==> config.mk <==
export PLATFORM = sky130hd
export DESIGN_NAME = lruk_ram
export DESIGN_NICKNAME = d
export VERILOG_FILES = /design/src/rtl/lru_key_value_cache_defines.svh /design/src/rtl/lruk_ram.sv
export SDC_FILE = /design/constraint.sdc
export NUM_CORES = 2
export LEC_CHECK = 0
export BUFFER_PORTS_ARGS = -buffer_cell sky130_fd_sc_hd__buf_2
export CAP_MARGIN = 20
export CORE_UTILIZATION = 50
export CTS_CLUSTER_DIAMETER = 50
export DETAILED_ROUTE_END_ITERATION = 16
export PLACE_DENSITY = 0.65
export SYNTH_ARGS = -nofsm -noshare
export SYNTH_HDL_FRONTEND = slang
export SYNTH_SLANG_ARGS = --single-unit
==> constraint.sdc <==
create_clock -name clock -period 6.2 [get_ports clock]
set_input_delay 1.24 -clock clock [delete_from_list [all_inputs] [get_ports clock]]
set_output_delay 1.24 -clock clock [all_outputs]
set_load 0.1 [all_outputs]
==> src/rtl/lru_key_value_cache_defines.svh <==
// ----------------------------------------------------------------------------
// lru_key_value_cache_defines
// assertion macros shared by the lru key-value cache rtl
// ----------------------------------------------------------------------------
`ifndef LRU_KEY_VALUE_CACHE_DEFINES_SVH
`define LRU_KEY_VALUE_CACHE_DEFINES_SVH

// consequent checked in the same cycle
`define LRUK_ASSERT_NOW(label, clk, rst, ante, cons, msg) \
   label: assert property (@(posedge clk) disable iff (rst) (ante) |-> (cons)) \
      else $error(msg);

// consequent checked in the next cycle
`define LRUK_ASSERT_NEXT(label, clk, rst, ante, cons, msg) \
   label: assert property (@(posedge clk) disable iff (rst) (ante) |=> (cons)) \
      else $error(msg);

`endif

==> src/rtl/lruk_ram.sv <==
// ----------------------------------------------------------------------------
// lruk_ram
// simple dual-port synchronous ram, one write and one registered read port
// ----------------------------------------------------------------------------
`default_nettype none

module lruk_ram #(
   parameter int WIDTH = 32,
   parameter int DEPTH = 64
) (
   input  logic                                       clock,
   input  logic                                       wr_en,
   input  logic [((DEPTH > 1) ? $clog2(DEPTH) : 1)-1:0] wr_addr,
   input  logic [WIDTH-1:0]                           wr_data,
   input  logic                                       rd_en,
   input  logic [((DEPTH > 1) ? $clog2(DEPTH) : 1)-1:0] rd_addr,
   output logic [WIDTH-1:0]                           rd_data
);

   logic [WIDTH-1:0] mem_ff [DEPTH];
   logic [WIDTH-1:0] rd_data_ff;

   always_ff @(posedge clock) begin
      if (wr_en) begin
         mem_ff[wr_addr] <= wr_data;
      end
   end

   always_ff @(posedge clock) begin
      if (rd_en) begin
         rd_data_ff <= mem_ff[rd_addr];
      end
   end

   assign rd_data = rd_data_ff;

endmodule

`default_nettype wire

Word level (Yosys, flattened, before mapping)
Memories as Yosys holds them, arrays and structs flattened. A register that Yosys moved wholly into a read port is not among the register bits. Cells that the tools add are included.

Bits in registers: 0. Memories: 1. Word-level logic and storage cells: 3. RAM bits: 2048. Output and inout bits: 32. Input bits: 47.

Memory list: mem_ff (depth 64, width 32, read ports 1, clocked after Yosys merged registers in 1, write ports 1, RTL line lruk_ram.sv:20) `logic [WIDTH-1:0] mem_ff [DEPTH];`.

Muxes and demuxes: 2.

Operators by type and width (number): $mux 1 (2).

Longest topological paths before layout
Word-level depth: 2. Mapped depth: 10. Depth with buffers taken out: 5.

Least setup slack after synthesis
Ideal clock, no wire load.

Kind: input-to-reg. Start point: in wr_addr[3] (netlist name). End point: mem mem_ff[48][0] (enable). Arrival time: 3.939 ns. Buffers on the path: 1. Stages on the path: 4. Data required time: 5.739 ns. Slack: 1.800 ns. Cells stage by stage: clkbuf_1 > nor2b_1 > nand4b_1 > nor3_1.

RTL lines: start: declaration (RTL line lruk_ram.sv:13) `input logic [((DEPTH > 1) ? $clog2(DEPTH) : 1)-1:0] wr_addr,`; end: declaration (RTL line lruk_ram.sv:20).

No word-level cell before the write port.

==> impl_metrics.ini <==
[run_status]
status = finished clean

[synth]
synth.yosys.warnings = 0
synthesis.area_um2 = 78800
synth.distinct_cells = 33
syn_nets = 3371
async_flop_share_pct = 0
synthTopCellsByArea = edfxtp_1 (79%), mux4_2 (16%), mux2i_1 (1.2%)
synthTopCellsByCount = edfxtp_1 (2080), mux4_2 (544), nor2_1 (137), mux2i_1 (93), o22ai_1 (84)
syn_avg_cell_area_um2 = 23.7
synthCells = 3324
ys_seq_area_share_pct = 79.2
synth_top_area_share_pct = 79.2
synth_edf_count = 2080
synth-seq-cells = 2080
yosysMostFrequentCell = edfxtp_1
synth_top_area_cell = edfxtp_1
synthFlopType = edfxtp_1

[timing]
fin_crit_sh_pct = 63.4
drv_slew = 0
skew_ns = 0.0289
worstMarginPinSlew_ns = 1.14
final-setup-viol-count = 0
max_freq_mhz = 255
rsz0062_at_grt = false
report.final.hold_viol_count = 0
finalSetupTns_ns = 0
timing.slew.headroom_pct = 24.0
fin_crit_ns = 3.93
whs_ns = 0.790
worst_slack_ns = 2.27

[detailed_routing]
postRouteAntennaNets = 0
post_drt_via_cell_ratio = 6.44
wl_um = 203000
num_vias = 37600
remaining_drc_errors = 0
drt_first_pass_iters = 5
dr.first_iter.drc_count = 5311
avgRoutedWirePerCell_um = 34.7

[clock_tree]
cts_root_buf = clkbuf_16
clk_path_buf_depth = 3
clk_pin_slew_ns = 0.06
cts_tree = built
cts_sinks = 2080
cts-buffers-inserted = 206
clk_latency_ns = 0.84
htreeDepth = 4
hold_buffers = 0
postCtsSetupBuffers = 0
cts_resized = 0

[power_and_ir_drop]
p_comb_share_pct = 5.4
vdd_drop_max_v = 0.000260
p_total_mw = 29.2
p_int_mw = 22.8
seqPwrFrac_pct = 53.6
p_clk_share_pct = 41.0
powerDensity_nw_per_um2 = 326
sw_frac_of_total_pct = 21.9
power_switching_mw = 6.41
power_leakage_nw = 27.9

[layout]
n_fill_cell = 11200
drive_above_1_share_pct = 30.8
multi_input_area_um2 = 16000
register_area_um2 = 62500
stdcell_count = 5837
syn2layout_area_growth_pct = 13.6
fin_nets = 3643

[die]
pin_count = 79
dieWidth_um = 399
dieArea_um2 = 159000
rows = 145
die_y_um = 399
core_um2 = 156000
initial_core_util_pct = 50.4

[place]
place_ws_ns = 1.47
io_buffers = 78
post-place-cells = 5432
gp_congestion = 0.795
dpl.hpwl_um = 116000

[global_routing]
grt_usage_pct = 25.8
grt_pass1_vias = 37400
antenna_found_initial = 25
grt_pass1_wl_um = 283000
overflow = 0
grt_max_degree = 73
grt_busiest_layer = met2
met2_usage_pct = 39.7
grt.met1_usage_pct = 36.6
gr-usage-met3_pct = 7.09

[flow_run]
maxCapViolations = 0

[critical_path]
cp-start-kind = input pin
crit_type = input pin to flip-flop
cp_data_required_time_ns = 6.73
critPathMaxFanout = 59
cp-end-kind = flip-flop
cp.arrival_ns = 4.45

[worst_hold_path]
hp-class = input pin to flip-flop
-- worst max-delay path, stage by stage --
cell	delay, ns
buf_8	0.62
buf_12	0.31
buf_4	0.25
mux4_2	0.53
mux4_2	0.52
o22ai_1	0.67
nor2_1	0.20
-- cell type report --
cell class | instances | area share, %
antenna | 7 | 0.0196
clock inverter | 138 | 1.23
clock buffer | 246 | 5.97
multi-input combinational | 1062 | 17.8
sequential | 2080 | 69.8
tap | 2058 | 2.88
timing repair buffer | 246 | 2.31
-- cells by family (layout without fill, tap and decap cells) --
kind of cell | Yosys count | count (layout) | synth area share, %
buffers and inverters | 182 | 630 | 1.12
muxes | 637 | 637 | 16.7
DFF | 2080 | 2080 | 79.2
AOI/OAI and AO/OA | 202 | 202 | 1.67
other | 0 | 7 | 0
and+or+nand+nor | 223 | 223 | 1.26
-- layer usage --
metal / vias up / part of all wire, %
met2: 2163 / 47
met5: - / 0.053
li1: 14900 / -
met1: 20300 / 39
met4: 18 / 2.5
met3: 303 / 12
-- registers in the layout, indices dropped and copies added (netlist names) --
| signal | cells |
|---|---|
| mem_ff | 2048 |
| rd_data | 32 |
-- power by group through the flow --
| stage | Clock [mW] | Sequential [mW] | Combinational [mW] |
|---|---|---|---|
| detailed placement | 0 | 16.0 | 1.56 |
| global route | 12.6 | 15.7 | 1.66 |
| CTS | 12.1 | 15.7 | 1.56 |
| global placement | 0 | 15.9 | 1.55 |
| floorplan | 0 | 16.1 | 0.758 |
| finish | 12.0 | 15.7 | 1.58 |
-- final timing paths --
check | startpoint | endpoint | slack [ns] | cells past startpoint
worst max-delay path | rd_addr[0] | rd_data[1]$_DFFE_PP_ | 2.27 | 7
worst min-delay path | wr_data[8] | mem_ff[2][8]$_DFFE_PP_ | 0.79 | 1
worst min register to register | mem_ff[28][17]$_DFFE_PP_ | rd_data[17]$_DFFE_PP_ | 0.87 | 4
worst max register to register | mem_ff[55][27]$_DFFE_PP_ | rd_data[27]$_DFFE_PP_ | 3.59 | 5
-- cells in the final DEF, fill, tap and decap left out, types with 3 or more instances in the layout --
master | synthesis | layout
nor2_4 | 0 | 62
a41o_1 | 4 | 4
buf_16 | 0 | 4
or3_1 | 3 | 3
a311oi_1 | 8 | 8
nand2b_2 | 0 | 3
or3b_2 | 3 | 3
clkbuf_1 | 74 | 38
o221ai_1 | 27 | 27
bufinv_16 | 0 | 12
clkinv_1 | 0 | 47
nand2_1 | 26 | 26
diode_2 | 0 | 7
mux4_2 | 544 | 544
clkbuf_16 | 0 | 208
clkinvlp_4 | 0 | 5
inv_6 | 0 | 10
nor2_1 | 137 | 75
clkinv_4 | 0 | 3
nor3_1 | 7 | 5
nor2b_1 | 15 | 15
inv_8 | 0 | 3
nand2b_1 | 8 | 5
and3_1 | 4 | 4
edfxtp_1 | 2080 | 2080
clkinv_8 | 0 | 5
a22oi_1 | 12 | 12
o22ai_1 | 84 | 84
buf_2 | 57 | 74
nand3b_1 | 5 | 5
o32ai_1 | 4 | 4
buf_4 | 25 | 140
mux2i_1 | 93 | 93
buf_12 | 0 | 24
nand3_1 | 5 | 5
buf_8 | 0 | 3
a21oi_1 | 62 | 62
clkinv_2 | 0 | 51
-- per-stage QoR --
stage | instance area [µm²] | utilization, %
global placement | 82700 | 52.9
global route | 89500 | 57.2
detailed placement | 82800 | 52.9
floorplan | 78800 | -
finish | 89500 | 57.3
CTS | 89200 | 57.1
Note: power is estimated with default switching activity, not from simulation.
