**config.mk**
```make
export PLATFORM = sky130hd
export DESIGN_NAME = lruk_scan
export DESIGN_NICKNAME = d
export VERILOG_FILES = /design/src/rtl/lru_key_value_cache_defines.svh /design/src/rtl/lruk_pkg.sv /design/src/rtl/lruk_scan.sv
export SDC_FILE = /design/constraint.sdc
export NUM_CORES = 1
export LEC_CHECK = 0
export BUFFER_PORTS_ARGS = -buffer_cell sky130_fd_sc_hd__buf_2
export CAP_MARGIN = 20
export CORE_ASPECT_RATIO = 0.5
export CORE_UTILIZATION = 40
export DETAILED_ROUTE_END_ITERATION = 16
export PLACE_DENSITY = 0.78
export SLEW_MARGIN = 15
export SYNTH_ARGS = -nofsm -noshare
export SYNTH_HDL_FRONTEND = slang
export SYNTH_SLANG_ARGS = --single-unit
```
**constraint.sdc**
```tcl
create_clock -name clock -period 5.4 [get_ports clock]
set_clock_uncertainty 0.05 [all_clocks]
set_input_delay 0.54 -clock clock [delete_from_list [all_inputs] [get_ports clock]]
set_output_delay 0.54 -clock clock [all_outputs]
set_load 0.05 [all_outputs]
```
**src/rtl/lru_key_value_cache_defines.svh**
```systemverilog
// ----------------------------------------------------------------------------
// lru_key_value_cache_defines
// assertion macros shared by the lru key-value cache rtl
// ----------------------------------------------------------------------------
`ifndef LRU_KEY_VALUE_CACHE_DEFINES_SVH
`define LRU_KEY_VALUE_CACHE_DEFINES_SVH

// consequent checked in the same cycle
`define LRUK_ASSERT_NOW(label, clk, rst, ante, cons, msg) \
   label: assert property (@(posedge clk) disable iff (rst) (ante) |-> (cons)) \
      else $error(msg);

// consequent checked in the next cycle
`define LRUK_ASSERT_NEXT(label, clk, rst, ante, cons, msg) \
   label: assert property (@(posedge clk) disable iff (rst) (ante) |=> (cons)) \
      else $error(msg);

`endif

```
**src/rtl/lruk_pkg.sv**
```systemverilog
// ----------------------------------------------------------------------------
// lruk_pkg
// shared widths, codes and types of the lru key-value cache
// ----------------------------------------------------------------------------
`default_nettype none

package lruk_pkg;

   localparam int KEY_W      = 32;
   localparam int VALUE_W    = 64;
   localparam int CFG_W      = 7;
   localparam int CSR_DATA_W = 32;
   localparam int CSR_ADDR_W = 3;

   localparam logic [CFG_W-1:0]      CAPACITY_RESET = 7'd64;
   localparam logic [CSR_ADDR_W-3:0] REG_CAPACITY   = 1'd0;

   typedef enum logic {
      OP_PUT = 1'b0,
      OP_GET = 1'b1
   } op_type;

   typedef struct packed {
      logic match_found;
      logic free_found;
      logic old_found;
   } scan_flags_type;

endpackage

`default_nettype wire

```
**src/rtl/lruk_scan.sv**
```systemverilog
// ----------------------------------------------------------------------------
// lruk_scan
// per-entry tag scan: ages ranks from the previous request and searches for
// the matching key, the first free entry and the least recent entry
// ----------------------------------------------------------------------------
`default_nettype none

module lruk_scan
   import lruk_pkg::*;
#(
   parameter int ENTRIES = 64
) (
   input  logic                                           clock,
   input  logic                                           reset,
   input  logic                                           start,
   input  logic                                           rec_valid,
   input  logic [((ENTRIES > 1) ? $clog2(ENTRIES) : 1)-1:0] rec_addr,
   input  logic [((ENTRIES > 1) ? $clog2(ENTRIES) : 1)+KEY_W:0] rec_data,
   input  logic [KEY_W-1:0]                               key,
   input  logic                                           pend_active,
   input  logic [((ENTRIES > 1) ? $clog2(ENTRIES) : 1)-1:0] pend_idx,
   input  logic [$clog2(ENTRIES+1)-1:0]                   pend_rank,
   output logic [((ENTRIES > 1) ? $clog2(ENTRIES) : 1)+KEY_W:0] wb_data,
   output scan_flags_type                                 flags,
   output logic [((ENTRIES > 1) ? $clog2(ENTRIES) : 1)-1:0] match_idx,
   output logic [((ENTRIES > 1) ? $clog2(ENTRIES) : 1)-1:0] match_rank,
   output logic [((ENTRIES > 1) ? $clog2(ENTRIES) : 1)-1:0] free_idx,
   output logic [((ENTRIES > 1) ? $clog2(ENTRIES) : 1)-1:0] old_idx,
   output logic [((ENTRIES > 1) ? $clog2(ENTRIES) : 1)-1:0] old_rank
);

   localparam int IW    = (ENTRIES > 1) ? $clog2(ENTRIES) : 1;
   localparam int PW    = $clog2(ENTRIES + 1);
   localparam int REC_W = 1 + IW + KEY_W;

   logic              e_valid;
   logic [IW-1:0]     e_rank;
   logic [KEY_W-1:0]  e_key;
   logic              aged;
   logic [IW-1:0]     adj_rank;

   scan_flags_type    flags_ff, flags_in;
   logic [IW-1:0]     match_idx_ff, match_idx_in;
   logic [IW-1:0]     match_rank_ff, match_rank_in;
   logic [IW-1:0]     free_idx_ff, free_idx_in;
   logic [IW-1:0]     old_idx_ff, old_idx_in;
   logic [IW-1:0]     old_rank_ff, old_rank_in;

   assign e_valid = rec_data[REC_W-1];
   assign e_rank  = rec_data[REC_W-2 -: IW];
   assign e_key   = rec_data[KEY_W-1:0];

   // entries more recent than the last promoted one move one place older
   assign aged     = pend_active && e_valid && (rec_addr != pend_idx) &&
                     (PW'(e_rank) < pend_rank);
   assign adj_rank = aged ? (e_rank + IW'(1)) : e_rank;
   assign wb_data  = {e_valid, adj_rank, e_key};

   always_comb begin
      flags_in      = flags_ff;
      match_idx_in  = match_idx_ff;
      match_rank_in = match_rank_ff;
      free_idx_in   = free_idx_ff;
      old_idx_in    = old_idx_ff;
      old_rank_in   = old_rank_ff;
      if (start) begin
         flags_in = '0;
      end else if (rec_valid) begin
         if (e_valid && (e_key == key) && !flags_ff.match_found) begin
            flags_in.match_found = 1'b1;
            match_idx_in         = rec_addr;
            match_rank_in        = adj_rank;
         end
         if (!e_valid && !flags_ff.free_found) begin
            flags_in.free_found = 1'b1;
            free_idx_in         = rec_addr;
         end
         if (e_valid && (!flags_ff.old_found || (adj_rank > old_rank_ff))) begin
            flags_in.old_found = 1'b1;
            old_idx_in         = rec_addr;
            old_rank_in        = adj_rank;
         end
      end
   end

   always_ff @(posedge clock) begin
      if (reset) begin
         flags_ff <= '0;
      end else begin
         flags_ff <= flags_in;
      end
      match_idx_ff  <= match_idx_in;
      match_rank_ff <= match_rank_in;
      free_idx_ff   <= free_idx_in;
      old_idx_ff    <= old_idx_in;
      old_rank_ff   <= old_rank_in;
   end

   assign flags      = flags_ff;
   assign match_idx  = match_idx_ff;
   assign match_rank = match_rank_ff;
   assign free_idx   = free_idx_ff;
   assign old_idx    = old_idx_ff;
   assign old_rank   = old_rank_ff;

endmodule

`default_nettype wire

```
* Word level (Yosys, flattened, before mapping) *
Index checks and enable logic that the tools add are counted.

storage, ports and cells
  input port bits = 95
  register bits after elaboration = 33

cells by class
  add/subtract/negate cells = 1
  muxes and demuxes = 1
  eq/ne operators = 2
  bitwise gates (word level) = 1
  order comparisons = 2
  reductions and logical operators = 19

operator list
  cell                   count
  $eq A32 B32 Y1         1
  $reduce_and A3 Y1      3
  $logic_and A1 B1 Y1    7
  $lt A6 B7 Y1           1
  $add A6 B1 Y6 const B  1
  $gt A6 B6 Y1           1
  $mux W6                1
  $ne A6 B6 Y1           1
  $reduce_and A2 Y1      3
  $logic_not A1 Y1       4
  $reduce_or A2 Y1       1
  $logic_or A1 B1 Y1     1
  $not A1 Y1             1

* Longest topological paths before layout *
  depth after elaboration = 8
  mapped depth = 13

* Worst setup path before layout *
No wires, ideal clock.

  path type = input port to flip-flop
  start = in pend_rank[2]
  end = reg old_idx_ff[0] (netlist: old_idx[0]) (enable)
  buffers on the path = 0
  data arrival time = 4.098 ns
  setup slack = 0.852 ns
  required time = 4.950 ns
  stages = 12
  cells stage by stage = inv_1 -> ha_1 -> a21oi_1 -> o21ai_0 -> a21oi_1 -> nand4_1 -> xnor2_1 -> ha_1 -> nand2_1 -> o22ai_1 -> a21o_1 -> a211oi_1

on the way
  longest elaborated chain between the ends = 7

RTL lines
  item                         RTL line         source
  start, declared              lruk_scan.sv:22  input logic [$clog2(ENTRIES+1)-1:0] pend_rank,
  $lt A6 B7 Y1                 lruk_scan.sv:55  (PW'(e_rank) < pend_rank);
  $logic_and A1 B1 Y1          lruk_scan.sv:54  assign aged = pend_active && e_valid && (rec_addr != pend_idx) &&
  $mux W6                      lruk_scan.sv:56  assign adj_rank = aged ? (e_rank + IW'(1)) : e_rank;
  net wb_data (one bit)        lruk_scan.sv:23  output logic [((ENTRIES > 1) ? $clog2(ENTRIES) : 1)+KEY_W:0] wb_data,
  $gt A6 B6 Y1                 lruk_scan.sv:78  if (e_valid && (!flags_ff.old_found || (adj_rank > old_rank_ff))) begin
  $logic_or A1 B1 Y1           lruk_scan.sv:78
  $logic_and A1 B1 Y1          lruk_scan.sv:78
  $reduce_and A3 Y1 (no line)  -
  end signal, assigned         lruk_scan.sv:95  old_idx_ff <= old_idx_in;
  end, declared                lruk_scan.sv:46  logic [IW-1:0] old_idx_ff, old_idx_in;

The timed path passes the listed nets, and every way through them passes these cells.
A chain may end at the register's enable or synchronous reset.

* Worst setup path in the final report *
  start = in rec_data[34] (netlist bit)
  end = reg old_rank_ff[2] (netlist: old_rank[2]) (enable)

on the way
  longest elaborated chain between the ends = 7
  elaborated cells on any way between the ends = 8
  those cells by class = add/sub: 1; order compare: 2; mux: 1; reduce/logical: 4

RTL lines
  item                             RTL line         source
  start, declared                  lruk_scan.sv:18  input logic [((ENTRIES > 1) ? $clog2(ENTRIES) : 1)+KEY_W:0] rec_data,
  $lt A6 B7 Y1                     lruk_scan.sv:55
  $logic_and A1 B1 Y1              lruk_scan.sv:54
  $mux W6 (*)                      lruk_scan.sv:56
  $gt A6 B6 Y1 (*)                 lruk_scan.sv:78
  $logic_or A1 B1 Y1 (*)           lruk_scan.sv:78
  $logic_and A1 B1 Y1 (*)          lruk_scan.sv:78
  $reduce_and A3 Y1 (no line) (*)  -
  end signal, assigned             lruk_scan.sv:96  old_rank_ff <= old_rank_in;
  end, declared                    lruk_scan.sv:47  logic [IW-1:0] old_rank_ff, old_rank_in;

Every way passes the cells marked *; elsewhere a longest branch is shown, timed or not.

==> reports/results.tsv <==
stage	metric	value	unit
clock_tree	H-Tree Depth	2	
critical_path	crit path DAT	3640	ps
placed_design	HPWL Detailed	4.23	mm
placed_design	Final GP Congestion	0.824	
floorplan	I/O Pins	167	
floorplan	Initial Util	42.6	%
sta	Sum Neg Setup Slack	0	ps
critical_path	FF-to-FF path depth	7	
critical_path	Buffers & Inverters on Critical Path	1	
power	pwr dens	258	nW/um^2
hold_path	hold path cells	2	
detailed_routing	TritonRoute pass-1 iters	4	
cells_and_area	final net count	441	
critical_path	slowest stage delay, CP	820	ps
clock_tree	CTS root buffer	clkbuf_8	
critical_path	Worst R2R End	old_rank[2]	
critical_path	FF-to-FF Start	old_rank[1]	
synthesis	most area-hungry cell type in the Yosys netlist	edfxtp_1	
cells_and_area	Inserted Diodes	0	
sta	Rel. slew slack	35.8	%
global_routing	GRT Util Overall	15.9	%
outcome	status	complete, no violations	
cells_and_area	most frequent cells in the layout	buf_2, edfxtp_1, xor2_1	
clock_tree	clk sinks	33	
detailed_routing	Post-DRT Antenna Nets	0	
detailed_routing	DR DRC count	0	
placed_design	pre-CTS setup slack	1300	ps
detailed_routing	vias per std cell	4.62	
floorplan	core area	5020	sq um
synthesis	syn nets	299	
sta	f_max	0.264	GHz
flow_run	Max-Cap Viols	0	
detailed_routing	drt initial violations	27	
sta	setup slack after layout	1620	ps
placed_design	Port Buffers	166	
global_routing	number of antenna violations at the first check in global routing	0	
synthesis	register area share after synthesis	44.9	%
clock_tree	Longest Clk Path Bufs	2	
detailed_routing	Total Routed Length	4.99	mm
critical_path	Slowest cell on crit path	a211oi_2	
clock_tree	TritonCTS buffer count	5	
sta	RSZ-0062 raised after global routing	no	
synthesis	syn avg cell area	11.1	sq um
synthesis	Netlist cell types	34	
global_routing	Overflow after GRT	0	
floorplan	DIE WIDTH	105	um
critical_path	endpoint class of the critical path	flop	
detailed_routing	DR WL/cell	12.3	um
hold_path	Worst Hold Class	input port to flop	
sta	Setup Viol. Count Final	0	
floorplan	die height	53.7	um
global_routing	maximum number of pins on one net before global-route repair	13	
hold_path	worst hold endpoint	flags[0]	
clock_tree	CTS Hold Bufs	0	
power	Leakage	0.00145	uW
synthesis	post-synth top area share	42.1	%
critical_path	CP cell instances	buf_2 > ha_1 > a21oi_1 > o21ai_0 > a21oi_1 > nand2_1 > mux2_2 > ha_1 > nor2b_1 > o21a_1 > o21ai_0 > a21o_1 > a211oi_2	
clock_tree	CTS tree	built	
clock_tree	postcts setup bufs	0	
detailed_routing	Via Count	1872	
critical_path	Worst Setup Path Type	input port to flop	
sta	period utilization	70.1	%
synthesis	Ys Warns	0	
global_routing	first-pass GRT wire length	6.93	mm
synthesis	synthesized instance count	192	
synthesis	#FFs+latches synth	33	
synthesis	Area contributors post-synth	edfxtp_1, buf_4, xor2_1	
sta	fin crit period	3780	ps
clock_tree	Clk Latency, worst-skew pair	280	ps
sta	Final Slew Violations	0	
critical_path	crit-path max FO	12	
sta	Hold Violations, Final	0	
sta	Tightest Pin Transition	961	ps
cells_and_area	area grow syn2layout	38.6	%
critical_path	reg2reg setup slack	2980	ps
floorplan	Die Area	5660	sq um
clock_tree	Reg clk slew, reported paths	70	ps
cells_and_area	most common cell after layout, fill and taps aside	buf_2	
power	maximum vdd drop	0.168	mV
power	Total Power	763	uW
clock_tree	# resized after CTS	0	
critical_path	largest delay contributor family on the critical path	compound AO/OA/AOI/OAI gates	
synthesis	Post-Syn Area	2140	sq um
floorplan	Rows	18	
cells_and_area	layout cells sized above 1	53.7	%
hold_path	hold path startpoint	reset	
critical_path	type of origin of the critical path	input port	
global_routing	vias in the first global route	1626	
critical_path	CP required	5250	ps
kinds of logic (layout without fill, tap and decap cells):
group / after synthesis / after routing / share of synthesized area, %
mux: 1 / 1 / 0.527
xor+xnor: 40 / 40 / 16.4
fa+ha+maj: 12 / 12 / 7.02
flops: 33 / 33 / 44.9
buf+inv: 51 / 194 / 14.7
simple gates: 35 / 35 / 10.1
compound gates: 20 / 20 / 6.32
cell type report:
class / count / area (sq um)
fill: 442 / 2060
timing repair buffer: 168 / 846
multi-input combinational: 108 / 867
tap: 70 / 87.6
inverter: 18 / 67.6
clock buffer: 5 / 68.8
sequential: 33 / 961
clock inverter: 3 / 65.1
where the power goes:
part	switching [uW]	internal, uW
Clock	90.5	183
Sequential	1.61	285
Combinational	135	67.6
Total	228	536
how the worst max path moves through the flow:
| stage | start | endpoint | slack, ps | cells past startpoint |
|---|---|---|---|---|
| 3_5_place_dp | rec_data[34] | old_rank[2] | 1300 | 13 |
| 2_1_floorplan | pend_rank[2] | old_idx[0] | 850 | 12 |
| 6_report | rec_data[34] | old_rank[2] | 1620 | 13 |
| 4_1_cts | rec_data[34] | old_rank[2] | 1570 | 13 |
| 3_3_place_gp | rec_data[34] | old_idx[4] | 1480 | 13 |
| 5_1_grt | rec_data[34] | old_rank[2] | 1350 | 13 |
layer usage:
| metal | up-vias | global-route usage (%) | share of wire, % |
|---|---|---|---|
| li1 | 922 | - | - |
| met1 | 872 | 18.3 | 40 |
| met2 | 70 | 30.9 | 55 |
| met3 | 8 | 2.06 | 4.2 |
| met4 | 0 | 7.51 | 0.72 |
| met5 | - | 0 | 0 |
state kept, by name (all words and copies together) (netlist names):
register    count
free_idx        6
match_idx       6
old_rank        6
match_rank      6
flags           3
old_idx         6
synthesized netlist by cell type:
library cell / n
nor4_1: 5
nand2b_1: 2
and3_1: 2
a2bb2oi_1: 1
buf_4: 33
or4_1: 1
a211oi_1: 2
o2111a_1: 1
ha_1: 12
mux2_2: 1
a21o_1: 1
nor4_2: 1
and4_1: 1
o21a_1: 2
nor4b_1: 1
o22ai_1: 1
nand4_4: 1
nor2b_1: 2
nand2_1: 6
dfxtp_1: 3
nand4_1: 3
a21oi_1: 6
o21ai_0: 2
o211ai_1: 1
nor3_1: 3
o2111ai_1: 1
a31oi_1: 1
xnor2_1: 12
nand3_1: 4
inv_1: 18
edfxtp_1: 30
xor2_1: 28
nor2_1: 3
a221oi_1: 1
per-stage QoR:
stage | utilization [%] | hold WS [ps] | instance area, sq um | std cells
final | 59.0 | 393 | 2960 | 405
after global routing | 59.0 | 397 | 2960 | 405
after CTS | 58.8 | 386 | 2960 | 404
after detailed placement | 56.2 | 469 | 2820 | 396
after global placement | 56.2 | 462 | 2820 | 396
after floorplan | - | 563 | 2140 | 192
(Power assumes the default switching activity.)
